### config.mk
export PLATFORM = sky130hd
export DESIGN_NAME = expiring_address_ban_table_core
export DESIGN_NICKNAME = d
export VERILOG_FILES = /design/src/design/eabt_pkg.sv /design/src/design/expiring_address_ban_table_core.sv /design/src/design/eabt_ctrl.sv /design/src/design/eabt_dpath.sv
export SDC_FILE = /design/constraint.sdc
export NUM_CORES = 2
export LEC_CHECK = 0
export ABC_CLOCK_PERIOD_IN_PS = 7800
export BUFFER_PORTS_ARGS = -buffer_cell sky130_fd_sc_hd__buf_2
export CORE_MARGIN = 5
export CORE_UTILIZATION = 35
export DETAILED_ROUTE_END_ITERATION = 16
export GPL_TIMING_DRIVEN = 0
export PLACE_DENSITY = 0.47
export SYNTH_ARGS = -nofsm -noshare
export SYNTH_HDL_FRONTEND = slang
export SYNTH_HIERARCHICAL = 1
export SYNTH_SLANG_ARGS = --single-unit
### constraint.sdc
create_clock -name clk -period 7.8 [get_ports clk]
set_clock_uncertainty 0.1 [all_clocks]
set_input_delay 0.78 -clock clk [delete_from_list [all_inputs] [get_ports clk]]
set_output_delay 0.78 -clock clk [all_outputs]
set_load 0.02 [all_outputs]
### src/design/eabt_pkg.sv
// Shared constants, command codes and controller/datapath interface types
// for the expiring address ban table. No dependencies.
`default_nettype none
package eabt_pkg;

	localparam int ADDR_W = 48;
	localparam int SECS_W = 20;
	localparam int TIME_W = 31;
	localparam int SLOT_W = 4;
	localparam int PROD_W = 30;

	localparam logic [9:0] MS_PER_SEC = 10'd1000;
	localparam logic [TIME_W-1:0] TIME_MAX = {TIME_W{1'b1}};

	localparam logic CMD_BAN   = 1'b0;
	localparam logic CMD_QUERY = 1'b1;

	// controller -> datapath
	typedef struct packed {
		logic load;      // capture the incoming word, restart the scan
		logic rd_en;     // read one slot and advance the scan pointer
		logic commit;    // write the chosen slot
		logic out_load;  // capture the result word
	} ctl_t;

	// datapath -> controller
	typedef struct packed {
		logic rd_last;   // scan pointer sits on the last slot
		logic is_query;  // held word is a query
	} sts_t;

endpackage
`default_nettype wire

### src/design/expiring_address_ban_table_core.sv
// Top level of the expiring address ban table: ties the controller to the
// datapath. Depends on eabt_pkg, eabt_ctrl and eabt_dpath.
//
// The block keeps TABLE_SLOTS entries of a 48-bit address and a 31-bit expiry
// time in milliseconds; reset frees every slot at once through per-slot valid
// bits, so no clearing pass is needed. Each accepted word (cmd, address,
// ban_seconds, now_ms) gives exactly one result word. A ban (cmd 0) writes the
// lowest slot whose expiry is zero or before now_ms, or, if none is free, the
// slot with the earliest expiry (lowest index on a tie, evicted set). The new
// expiry is now_ms + ban_seconds * 1000, saturated at 2^31-1. slot_used
// reports the low four bits of the slot written. A query (cmd 1) sets banned
// when an entry with a nonzero expiry later than now_ms holds the address.
// Fields not used by a command read as zero. One word is in flight at a time:
// the scan reads one slot per cycle from the single read port of the slot
// memory, then a drain state, for a ban a write-back state, and a response
// state that loads the output register. The next word can be accepted in the
// same cycle as the result appears. A finished result waits in the output
// register while the next word is accepted; a stalled result delays only the
// hand-off of the following one.
`default_nettype none
module expiring_address_ban_table_core #(
	parameter int TABLE_SLOTS = 16
) (
	input  wire logic                         clk,
	input  wire logic                         arst_n,
	input  wire logic                         in_valid,
	output logic                              in_stall,
	input  wire logic                         cmd,
	input  wire logic [eabt_pkg::ADDR_W-1:0]  address,
	input  wire logic [eabt_pkg::SECS_W-1:0]  ban_seconds,
	input  wire logic [eabt_pkg::TIME_W-1:0]  now_ms,
	output logic                              out_valid,
	input  wire logic                         out_stall,
	output logic                              banned,
	output logic [eabt_pkg::SLOT_W-1:0]       slot_used,
	output logic                              evicted
);

	eabt_pkg::ctl_t ctl;
	eabt_pkg::sts_t sts;

	// sequence one word at a time through scan, write-back and hand-off
	eabt_ctrl u_ctrl (
		.clk       (clk),
		.arst_n    (arst_n),
		.in_valid  (in_valid),
		.in_stall  (in_stall),
		.out_valid (out_valid),
		.out_stall (out_stall),
		.sts       (sts),
		.ctl       (ctl)
	);

	// hold the table, scan it and build the result word
	eabt_dpath #(
		.TABLE_SLOTS (TABLE_SLOTS)
	) u_dpath (
		.clk         (clk),
		.arst_n      (arst_n),
		.ctl         (ctl),
		.sts         (sts),
		.cmd         (cmd),
		.address     (address),
		.ban_seconds (ban_seconds),
		.now_ms      (now_ms),
		.banned      (banned),
		.slot_used   (slot_used),
		.evicted     (evicted)
	);

	// a word just taken must block the next one while it is scanned
	a_busy_after_accept: assert property (@(posedge clk) disable iff (!arst_n)
		(in_valid && !in_stall) |=> in_stall)
		else $error("input accepted again right after an accept");

	// a query result never carries ban fields
	a_query_fields: assert property (@(posedge clk) disable iff (!arst_n)
		(out_valid && banned) |-> (slot_used == '0) && !evicted)
		else $error("banned set together with ban fields");

	// a new result only appears while the table is busy with a word
	a_result_from_work: assert property (@(posedge clk) disable iff (!arst_n)
		$rose(out_valid) |-> $past(in_stall))
		else $error("result word appeared without a word in progress");

endmodule
`default_nettype wire

### src/design/eabt_ctrl.sv
// Controller state machine for the ban table: sequences accept, slot scan,
// write-back and result hand-off. Depends on eabt_pkg.
`default_nettype none
module eabt_ctrl (
	input  wire logic          clk,
	input  wire logic          arst_n,
	input  wire logic          in_valid,
	output logic               in_stall,
	output logic               out_valid,
	input  wire logic          out_stall,
	input  wire eabt_pkg::sts_t sts,
	output eabt_pkg::ctl_t     ctl
);

	typedef enum logic [2:0] {
		S_IDLE,
		S_SCAN,
		S_DRAIN,
		S_WRITE,
		S_RESP
	} state_t;

	state_t state_q;
	logic   out_valid_q;
	logic   out_free;

	assign out_free  = !out_valid_q || !out_stall;
	assign in_stall  = (state_q != S_IDLE);
	assign out_valid = out_valid_q;

	always_comb begin
		ctl = '0;
		unique case (state_q)
			S_IDLE:  ctl.load = in_valid;
			S_SCAN:  ctl.rd_en = 1'b1;
			S_DRAIN: ;
			S_WRITE: ctl.commit = 1'b1;
			S_RESP:  ctl.out_load = out_free;
			default: ;
		endcase
	end

	always_ff @(posedge clk or negedge arst_n) begin
		if (!arst_n) begin
			state_q     <= S_IDLE;
			out_valid_q <= 1'b0;
		end else begin
			if (ctl.out_load) begin
				out_valid_q <= 1'b1;
			end else if (out_valid_q && !out_stall) begin
				out_valid_q <= 1'b0;
			end
			unique case (state_q)
				S_IDLE: begin
					if (in_valid) begin
						state_q <= S_SCAN;
					end
				end
				S_SCAN: begin
					if (sts.rd_last) begin
						state_q <= S_DRAIN;
					end
				end
				S_DRAIN: begin
					state_q <= sts.is_query ? S_RESP : S_WRITE;
				end
				S_WRITE: begin
					state_q <= S_RESP;
				end
				S_RESP: begin
					if (out_free) begin
						state_q <= S_IDLE;
					end
				end
				default: state_q <= S_IDLE;
			endcase
		end
	end

endmodule
`default_nettype wire

### src/design/eabt_dpath.sv
// Datapath for the ban table: slot memories with valid bits, scan pointer,
// compare/oldest-tracking stage, expiry arithmetic, result registers.
// Depends on eabt_pkg.
`default_nettype none
module eabt_dpath #(
	parameter int TABLE_SLOTS = 16
) (
	input  wire logic                         clk,
	input  wire logic                         arst_n,
	input  wire eabt_pkg::ctl_t               ctl,
	output eabt_pkg::sts_t                    sts,
	input  wire logic                         cmd,
	input  wire logic [eabt_pkg::ADDR_W-1:0]  address,
	input  wire logic [eabt_pkg::SECS_W-1:0]  ban_seconds,
	input  wire logic [eabt_pkg::TIME_W-1:0]  now_ms,
	output logic                              banned,
	output logic [eabt_pkg::SLOT_W-1:0]       slot_used,
	output logic                              evicted
);

	localparam int IW = (TABLE_SLOTS > 1) ? $clog2(TABLE_SLOTS) : 1;
	localparam logic [IW-1:0] LAST_IDX = IW'(TABLE_SLOTS - 1);

	// held request word
	logic                        cmd_q;
	logic [eabt_pkg::ADDR_W-1:0] addr_q;
	logic [eabt_pkg::TIME_W-1:0] now_q;
	logic [eabt_pkg::PROD_W-1:0] prod_q;
	logic [eabt_pkg::TIME_W-1:0] exp_new_q;
	logic [eabt_pkg::TIME_W:0]   exp_sum;

	// slot storage
	logic [eabt_pkg::ADDR_W-1:0] addr_mem [TABLE_SLOTS];
	logic [eabt_pkg::TIME_W-1:0] exp_mem  [TABLE_SLOTS];
	logic [TABLE_SLOTS-1:0]      valid_q;

	// scan
	logic [IW-1:0]               rd_idx_q;
	logic                        vld_s1;
	logic [IW-1:0]               idx_s1;
	logic [eabt_pkg::ADDR_W-1:0] addr_s1;
	logic [eabt_pkg::TIME_W-1:0] mem_exp_s1;
	logic                        slot_valid_s1;
	logic [eabt_pkg::TIME_W-1:0] exp_s1;

	// scan accumulators
	logic                        hit_q;
	logic                        free_q;
	logic [IW-1:0]               free_idx_q;
	logic [IW-1:0]               old_idx_q;
	logic [eabt_pkg::TIME_W-1:0] old_time_q;

	logic                        first;
	logic                        live;
	logic                        match;
	logic                        free;
	logic [IW-1:0]               wr_idx;

	logic                        banned_q;
	logic [eabt_pkg::SLOT_W-1:0] slot_q;
	logic                        evicted_q;

	assign sts.rd_last  = (rd_idx_q == LAST_IDX);
	assign sts.is_query = (cmd_q == eabt_pkg::CMD_QUERY);

	assign exp_sum = {1'b0, now_q} + (eabt_pkg::TIME_W + 1)'(prod_q);

	// an entry never written reads as a free slot
	assign exp_s1 = slot_valid_s1 ? mem_exp_s1 : '0;
	assign first  = (idx_s1 == '0);
	assign live   = (exp_s1 != '0) && (exp_s1 > now_q);
	assign match  = live && (addr_s1 == addr_q);
	assign free   = (exp_s1 == '0) || (exp_s1 < now_q);
	assign wr_idx = free_q ? free_idx_q : old_idx_q;

	always_ff @(posedge clk) begin
		if (ctl.load) begin
			cmd_q  <= cmd;
			addr_q <= address;
			now_q  <= now_ms;
			prod_q <= eabt_pkg::PROD_W'(ban_seconds) * eabt_pkg::PROD_W'(eabt_pkg::MS_PER_SEC);
		end
		// saturate at the top of the time range
		exp_new_q <= exp_sum[eabt_pkg::TIME_W] ? eabt_pkg::TIME_MAX
		                                       : exp_sum[eabt_pkg::TIME_W-1:0];
	end

	always_ff @(posedge clk) begin
		if (ctl.commit) begin
			addr_mem[wr_idx] <= addr_q;
			exp_mem[wr_idx]  <= exp_new_q;
		end
		if (ctl.rd_en) begin
			addr_s1       <= addr_mem[rd_idx_q];
			mem_exp_s1    <= exp_mem[rd_idx_q];
			slot_valid_s1 <= valid_q[rd_idx_q];
			idx_s1        <= rd_idx_q;
		end
	end

	always_ff @(posedge clk or negedge arst_n) begin
		if (!arst_n) begin
			valid_q  <= '0;
			vld_s1   <= 1'b0;
			rd_idx_q <= '0;
		end else begin
			vld_s1 <= ctl.rd_en;
			if (ctl.commit) begin
				valid_q[wr_idx] <= 1'b1;
			end
			if (ctl.load) begin
				rd_idx_q <= '0;
			end else if (ctl.rd_en) begin
				rd_idx_q <= rd_idx_q + 1'b1;
			end
		end
	end

	// compare stage: keep first match, first free slot, earliest expiry
	always_ff @(posedge clk) begin
		if (vld_s1) begin
			hit_q <= first ? match : (hit_q | match);
			if (first || (!free_q && free)) begin
				free_q     <= free;
				free_idx_q <= idx_s1;
			end
			if (first || (exp_s1 < old_time_q)) begin
				old_time_q <= exp_s1;
				old_idx_q  <= idx_s1;
			end
		end
	end

	always_ff @(posedge clk) begin
		if (ctl.out_load) begin
			banned_q  <= sts.is_query && hit_q;
			slot_q    <= sts.is_query ? '0 : eabt_pkg::SLOT_W'(wr_idx);
			evicted_q <= !sts.is_query && !free_q;
		end
	end

	assign banned    = banned_q;
	assign slot_used = slot_q;
	assign evicted   = evicted_q;

endmodule
`default_nettype wire

# Word level (Yosys, flattened, before mapping)
# Memories as Yosys holds them, arrays and structs flattened. A register that Yosys moved wholly into a read port is not among the register bits.
# Index checks and enable logic that the tools add are counted.
[totals]
regBits = 215
mem_bits_rw = 1264
word_cells = 89
mem_count = 2
inputBits = 104
out_inout_bits = 8
[mem_list]
columns = ["memory", "words", "word_bits", "read_ports", "rd_ports_with_merged_regs", "wr", "line", "source"]
rows = [
  ["u_dpath.addr_mem", 16, 48, 1, 1, 1, "eabt_dpath.sv:33", "logic [eabt_pkg::ADDR_W-1:0] addr_mem [TABLE_SLOTS];"],
  ["u_dpath.exp_mem", 16, 31, 1, 1, 1, "eabt_dpath.sv:34", "logic [eabt_pkg::TIME_W-1:0] exp_mem [TABLE_SLOTS];"],
]
[op_classes]
magnitude_cmp = 6
n_mux = 22
reduce_logical = 25
eq_ne = 9
n_bitwise = 2
multipliers = 1
addsub = 2
[op_table]
columns = ["operator", "n"]
rows = [
  ["31-bit < comparator", 2],
  ["48-bit == test", 1],
  ["31-bit by 30-bit adder with 32-bit output", 1],
  ["31-bit > comparator", 1],
  ["31-bit zero test", 1],
  ["31-bit 2-to-1 mux", 1],
  ["31-bit nonzero test", 1],
  ["20-bit by 7-bit multiplier with 27-bit output (second input constant)", 1],
  ["16-bit OR", 1],
  ["3-bit one-hot mux with 5 select lines", 1],
  ["3-bit 2-to-1 mux", 4],
  ["4-bit 2-to-1 mux", 3],
  ["1-bit 2-to-1 mux", 11],
  ["4-bit by 5-bit < comparator with 1-bit output (second input constant)", 2],
  ["1-bit logical AND", 7],
  ["3-bit by 2-bit == test with 1-bit output (second input constant)", 2],
  ["4-bit by 1-bit adder with 4-bit output (second input constant)", 1],
  ["1-bit binary-select mux with 4-bit select", 1],
  ["1-bit demux with 4-bit select", 1],
  ["4-bit == test (second input constant)", 1],
  ["4-bit by 1-bit >= comparator with 1-bit output (second input constant)", 1],
  ["1-bit zero test", 4],
  ["4-bit zero test", 1],
  ["1-bit logical OR", 4],
  ["10 further kinds", 13],
]

# Depth between registers and ports, before layout
[depth]
word_depth = 6
ltp_mapped = 16
depth_no_buf = 16

# Modules after synthesis
# Netlist, hierarchy kept.
[by_module_without_submodules]
columns = ["module", "cells_each", "instances", "area_each_um2"]
rows = [
  ["eabt_dpath", 3060, 1, 63518.4],
  ["eabt_ctrl", 24, 1, 216.5],
]

# Worst setup path before layout
# OpenSTA, ideal clock, no wires.
[synth_path]
kind = "register to register"
startpoint = "register u_ctrl.state_q[0]"
endpoint = "register u_dpath/addr_q[0] (netlist name) (enable)"
path_stages_with_launch = 3
path_slack_ns = 1.587
setup_ns = 0.580
n_path_buf = 0
arrival_time_ns = 5.532
required_ns = 7.120
cell_sequence = "dfrtp_1 > or3_1 > nor2_1"
[synth_rtl]
columns = ["item", "line", "source"]
rows = [
  ["start: declaration", "eabt_ctrl.sv:23", "state_t state_q;"],
  ["start signal: assignment", "eabt_ctrl.sv:65", "state_q <= sts.is_query ? S_RESP : S_WRITE;"],
  ["end signal: assignment", "eabt_dpath.sv:79", "addr_q <= address;"],
  ["end: declaration", "eabt_dpath.sv:26", "logic [eabt_pkg::ADDR_W-1:0] addr_q;"],
]

# Worst setup path in the final report
[layout_path]
startpoint = "input ban_seconds[0] (netlist name)"
endpoint = "register u_dpath/prod_q[29] (netlist name) (data pin)"
[layout_via]
elab_chain_len = 1
[layout_rtl]
columns = ["item", "line", "source"]
rows = [
  ["start: declaration", "expiring_address_ban_table_core.sv:30", "input wire logic [eabt_pkg::SECS_W-1:0] ban_seconds,"],
  ["20-bit by 7-bit multiplier with 27-bit output", "eabt_dpath.sv:81", "prod_q <= eabt_pkg::PROD_W'(ban_seconds) * eabt_pkg::PROD_W'(eabt_pkg::MS_PER_SEC);"],
  ["end signal: assignment", "eabt_dpath.sv:81", ""],
  ["end: declaration", "eabt_dpath.sv:28", "logic [eabt_pkg::PROD_W-1:0] prod_q;"],
]
# Every way passes these cells.
# A chain may end at the register's enable or synchronous reset.

==> reports/qor.csv <==
stage,metric,value,unit
finish,most frequent cells in the layout,"edfxtp_1 (1502), mux4_2 (400), inv_1 (181), clkbuf_16 (169), ha_1 (150)",
global_route,first-pass GRT wire length,241.4,mm
drt,DR iter-0 viols,3226,
yosys,Mapped Cells,3084,
yosys,Post-synth EDFFs,1502,
critical_path,CP arrival,5.05,ns
die,Ports,112,
clock_tree,H-tree lvl count,4,
hold_path,min-delay src,address[31],
yosys,synthesized area per cell,20.67,um2
placed_design,cell area after placement,69290,um2
critical_path,Worst R2R End,u_dpath/mem_exp_s1[2]$_DFFE_PP_,
pwr,clock share of power,28.8,%
finish,post-layout instance area,74810,um2
drt,DRT antenna net count,0,
timing,Worst-Margin Slew,1.449,ns
timing,Min Hold Slack,0.07672,ns
global_route,initial antenna violation count,2,
die,Starting Density,35.22,%
critical_path,Worst Setup Path Type,input pin to flip-flop,
global_route,vias in the first global route,33480,
timing,Tmin final,4.626,ns
finish,Area growth syn-to-layout,17.38,%
timing,Final Hold Vio Count,0,
clock_tree,post_cts resized,0,
finish,fraction of layout cells with a size suffix above 1,25.55,%
timing,final setup fails,0,
yosys,Main synth FF type,edfxtp_1,
run_status,outcome,"complete, no violations",
yosys,Synth Cell Area,63730,um2
die,row cnt,156,
hold_path,hold path endpoint,u_dpath/addr_q[31]$_DFFE_PP_,
finish,fin nets,3803,
pwr,LEAKAGE,25.14,nW
timing,final period utilization,59.31,%
pwr,sw frac,30.54,%
critical_path,nature of the critical path startpoint,input pin,
placed_design,dpl cells,5652,
critical_path,r2r setup slk,3.48,ns
clock_tree,CTS Sinks,1558,
yosys,part of the Yosys area used for sequential elements,72.72,%
yosys,synth unique cells,72,
clock_tree,clk buf depth,3,
drt,routed vias/inst,5.231,
clock_tree,Clock transition at path regs,0.06,ns
clock_tree,CTS tree,built,
global_route,Overflow after GRT,0,
timing,RSZ-0062 raised after global routing,false,
placed_design,GPL Wtd Cong,0.8107,
die,Die Footprint,190700,um2
timing,setup_tns,0,ns
finish,final std cells w/o fill,5984,
drt,# DRC,0,
clock_tree,Root Buffer Master,clkbuf_16,
yosys,synthesized net count,3409,
clock_tree,Post-CTS Setup Inserts,0,
yosys,asr flop ratio synth,1.605,%
timing,Relative slew margins,2.488,%
global_route,gr usage total,17.71,%
timing,Final Worst Setup Slack,3.174,ns
drt,final WL,170.1,mm
drt,DR pass1 iterations,6,
pwr,Int Power,0.01819,W
yosys,Yosys reg bits,1558,
die,Die W,436.7,um
finish,"most common cell after layout, fill and taps aside",edfxtp_1,
drt,WL/cell,28.42,um
placed_design,DPL Wire Length,112.4,mm
clock_tree,Worst-Skew Late Latency,0.79,ns
pwr,PwrDens,350.1,nW/um2
critical_path,Worst R2R Start,u_dpath/rd_idx_q[1]$_DFFE_PN0P_,
pwr,register share of total power,42.6,%
pwr,Worst IR Drop VDD,0.1803,mV
placed_design,I/O Buffers,111,
clock_tree,TritonCTS buffer count,163,
timing,Max Fclk,216.2,MHz
global_route,pin count of the biggest net entering global routing,41,
hold_path,HP Class,input pin to flip-flop,
die,die height,436.7,um
critical_path,CP max FO,5,
die,Core Area,180900,um2
drt,detailed-route via count,31310,
critical_path,Critical Path RT,8.23,ns
hold_path,hold-critical path depth,1,
pwr,Combinational Power Share,28.6,%
timing,Final Max Tran Viols,0,
placed_design,pre-CTS WS,2.398,ns
critical_path,endpoint class of the critical path,flip-flop,
pwr,P_sw,0.007999,W
yosys,yosys synthesis warning count,6,
flow_run,max-capacitance violation count,0,
critical_path,r2r worst-path depth,5,
==> sequential cells by signal (all words and copies together) (netlist names), 3 cells and up <==
| register | cells |
|---|---|
| u_dpath/addr_mem | 768 |
| u_dpath/exp_mem | 496 |
| u_dpath/addr_q | 48 |
| u_dpath/addr_s1 | 48 |
| u_dpath/exp_new_q | 31 |
| u_dpath/mem_exp_s1 | 31 |
| u_dpath/now_q | 31 |
| u_dpath/old_time_q | 31 |
| u_dpath/prod_q | 27 |
| u_dpath/valid_q | 16 |
| u_dpath/free_idx_q | 4 |
| u_dpath/idx_s1 | 4 |
| u_dpath/old_idx_q | 4 |
| u_dpath/rd_idx_q | 4 |
| u_dpath/slot_used | 4 |
| u_ctrl/state_q | 3 |
==> Yosys cell counts, drive strengths merged, types with 5 or more instances <==
| cell | instances | share of area, % |
|---|---|---|
| a211oi | 8 | 0.12 |
| a21o | 39 | 0.46 |
| a21oi | 64 | 0.51 |
| and2 | 36 | 0.35 |
| and3 | 10 | 0.11 |
| buf | 49 | 0.40 |
| clkbuf | 58 | 0.34 |
| dfrtp | 25 | 0.98 |
| dfxtp | 31 | 0.97 |
| edfxtp | 1502 | 71 |
| fa | 71 | 2.2 |
| ha | 150 | 2.9 |
| inv | 181 | 1.1 |
| mux4 | 400 | 14 |
| nand2 | 60 | 0.35 |
| nand2b | 15 | 0.15 |
| nand3 | 9 | 0.071 |
| nand4 | 30 | 0.29 |
| nor2 | 63 | 0.37 |
| nor2b | 12 | 0.12 |
| nor3 | 12 | 0.094 |
| nor4 | 15 | 0.15 |
| o2111ai | 5 | 0.069 |
| o211ai | 6 | 0.071 |
| o21a | 8 | 0.094 |
| o21ai | 49 | 0.39 |
| or2 | 17 | 0.17 |
| or3 | 5 | 0.049 |
| xnor2 | 59 | 0.81 |
| xor2 | 37 | 0.51 |
==> final cells by class <==
cell class / instances / area [um2]
Multi-Input combinational cell: 1238 / 16370
Tap cell: 2370 / 2965
Clock buffer: 210 / 4473
Sequential cell: 1558 / 46350
Clock inverter: 89 / 733.2
Buffer: 107 / 475.5
Inverter: 181 / 679.4
Fill cell: 15700 / 106100
Antenna cell: 2 / 5.005
Timing Repair Buffer: 229 / 2760
==> logic make-up (layout without fill, tap and decap cells) <==
group | after synthesis | count (layout) | share of synthesized area (%)
DFF | 1558 | 1558 | 72.72
muxes | 405 | 405 | 14.22
and+or+nand+nor | 294 | 294 | 2.405
buffers and inverters | 288 | 816 | 1.808
AOI/OAI and AO/OA | 222 | 222 | 2.354
adders and majority gates | 221 | 221 | 5.175
xor gates and xnor gates | 96 | 96 | 1.319
other | 0 | 2 | 0
==> power by group through the flow <==
stage / Sequential, W / Combinational, W / Clock [W]
2_1_floorplan: 0.0110 / 0.00514 / 0
5_1_grt: 0.0112 / 0.00811 / 0.00810
3_3_place_gp: 0.0114 / 0.00742 / 0
3_5_place_dp: 0.0113 / 0.00762 / 0
6_report: 0.0112 / 0.00749 / 0.00754
4_1_cts: 0.0112 / 0.00767 / 0.00775
==> through the flow <==
| step | util (%) | power, W |
|---|---|---|
| finish | 41.35 | 0.02619 |
| global route | 41.35 | 0.02745 |
| CTS | 41.35 | 0.02658 |
| detailed placement | 38.30 | 0.01895 |
| global placement | 37.17 | 0.01878 |
| floorplan | - | 0.01618 |
==> timing repair <==
item / CTS / global route
hold buffers: 31 / 0
endpoints found under the hold margin: 55 / 0
setup endpoints to repair: 0 / 0
==> routing by layer <==
metal	part of all wire, %	wire [um]	vias to the layer above	GRT usage [%]
met2	53	89420	960	31.71
met4	2.4	4082	0	4.710
li1	-	-	13310	-
met1	40	68590	16770	22.45
met5	0	0	-	0
met3	4.7	7963	263	2.765
==> critical path, stage by stage <==
cell,delay (ns)
buf_2,0.14
fa_1,0.59
inv_1,0.07
fa_1,0.45
fa_1,0.50
fa_1,0.49
inv_1,0.04
ha_1,0.40
o211ai_1,0.15
o21ai_0,0.28
nand3_1,0.22
a211oi_2,0.40
o21ai_0,0.17
a32oi_1,0.23
xnor2_1,0.12
==> worst max-delay path by stage <==
| stage | start | cells past startpoint | to | slack, ns |
|---|---|---|---|---|
| finish | ban_seconds[0] | 15 | u_dpath/prod_q[29]$_DFFE_PP_ | 3.17 |
| global route | ban_seconds[3] | 15 | u_dpath/prod_q[29]$_DFFE_PP_ | 2.96 |
| CTS | ban_seconds[0] | 15 | u_dpath/prod_q[29]$_DFFE_PP_ | 3.25 |
| global placement | u_dpath/free_q$_DFFE_PP_ | 7 | u_dpath/valid_q[15]$_DFFE_PN0P_ | -3.58 |
| detailed placement | ban_seconds[0] | 15 | u_dpath/prod_q[29]$_DFFE_PP_ | 2.40 |
| floorplan | u_ctrl/state_q[0]$_DFFE_PN0P_ | 2 | u_dpath/addr_q[0]$_DFFE_PP_ | 1.59 |
Power figures use the tool's default switching activity.
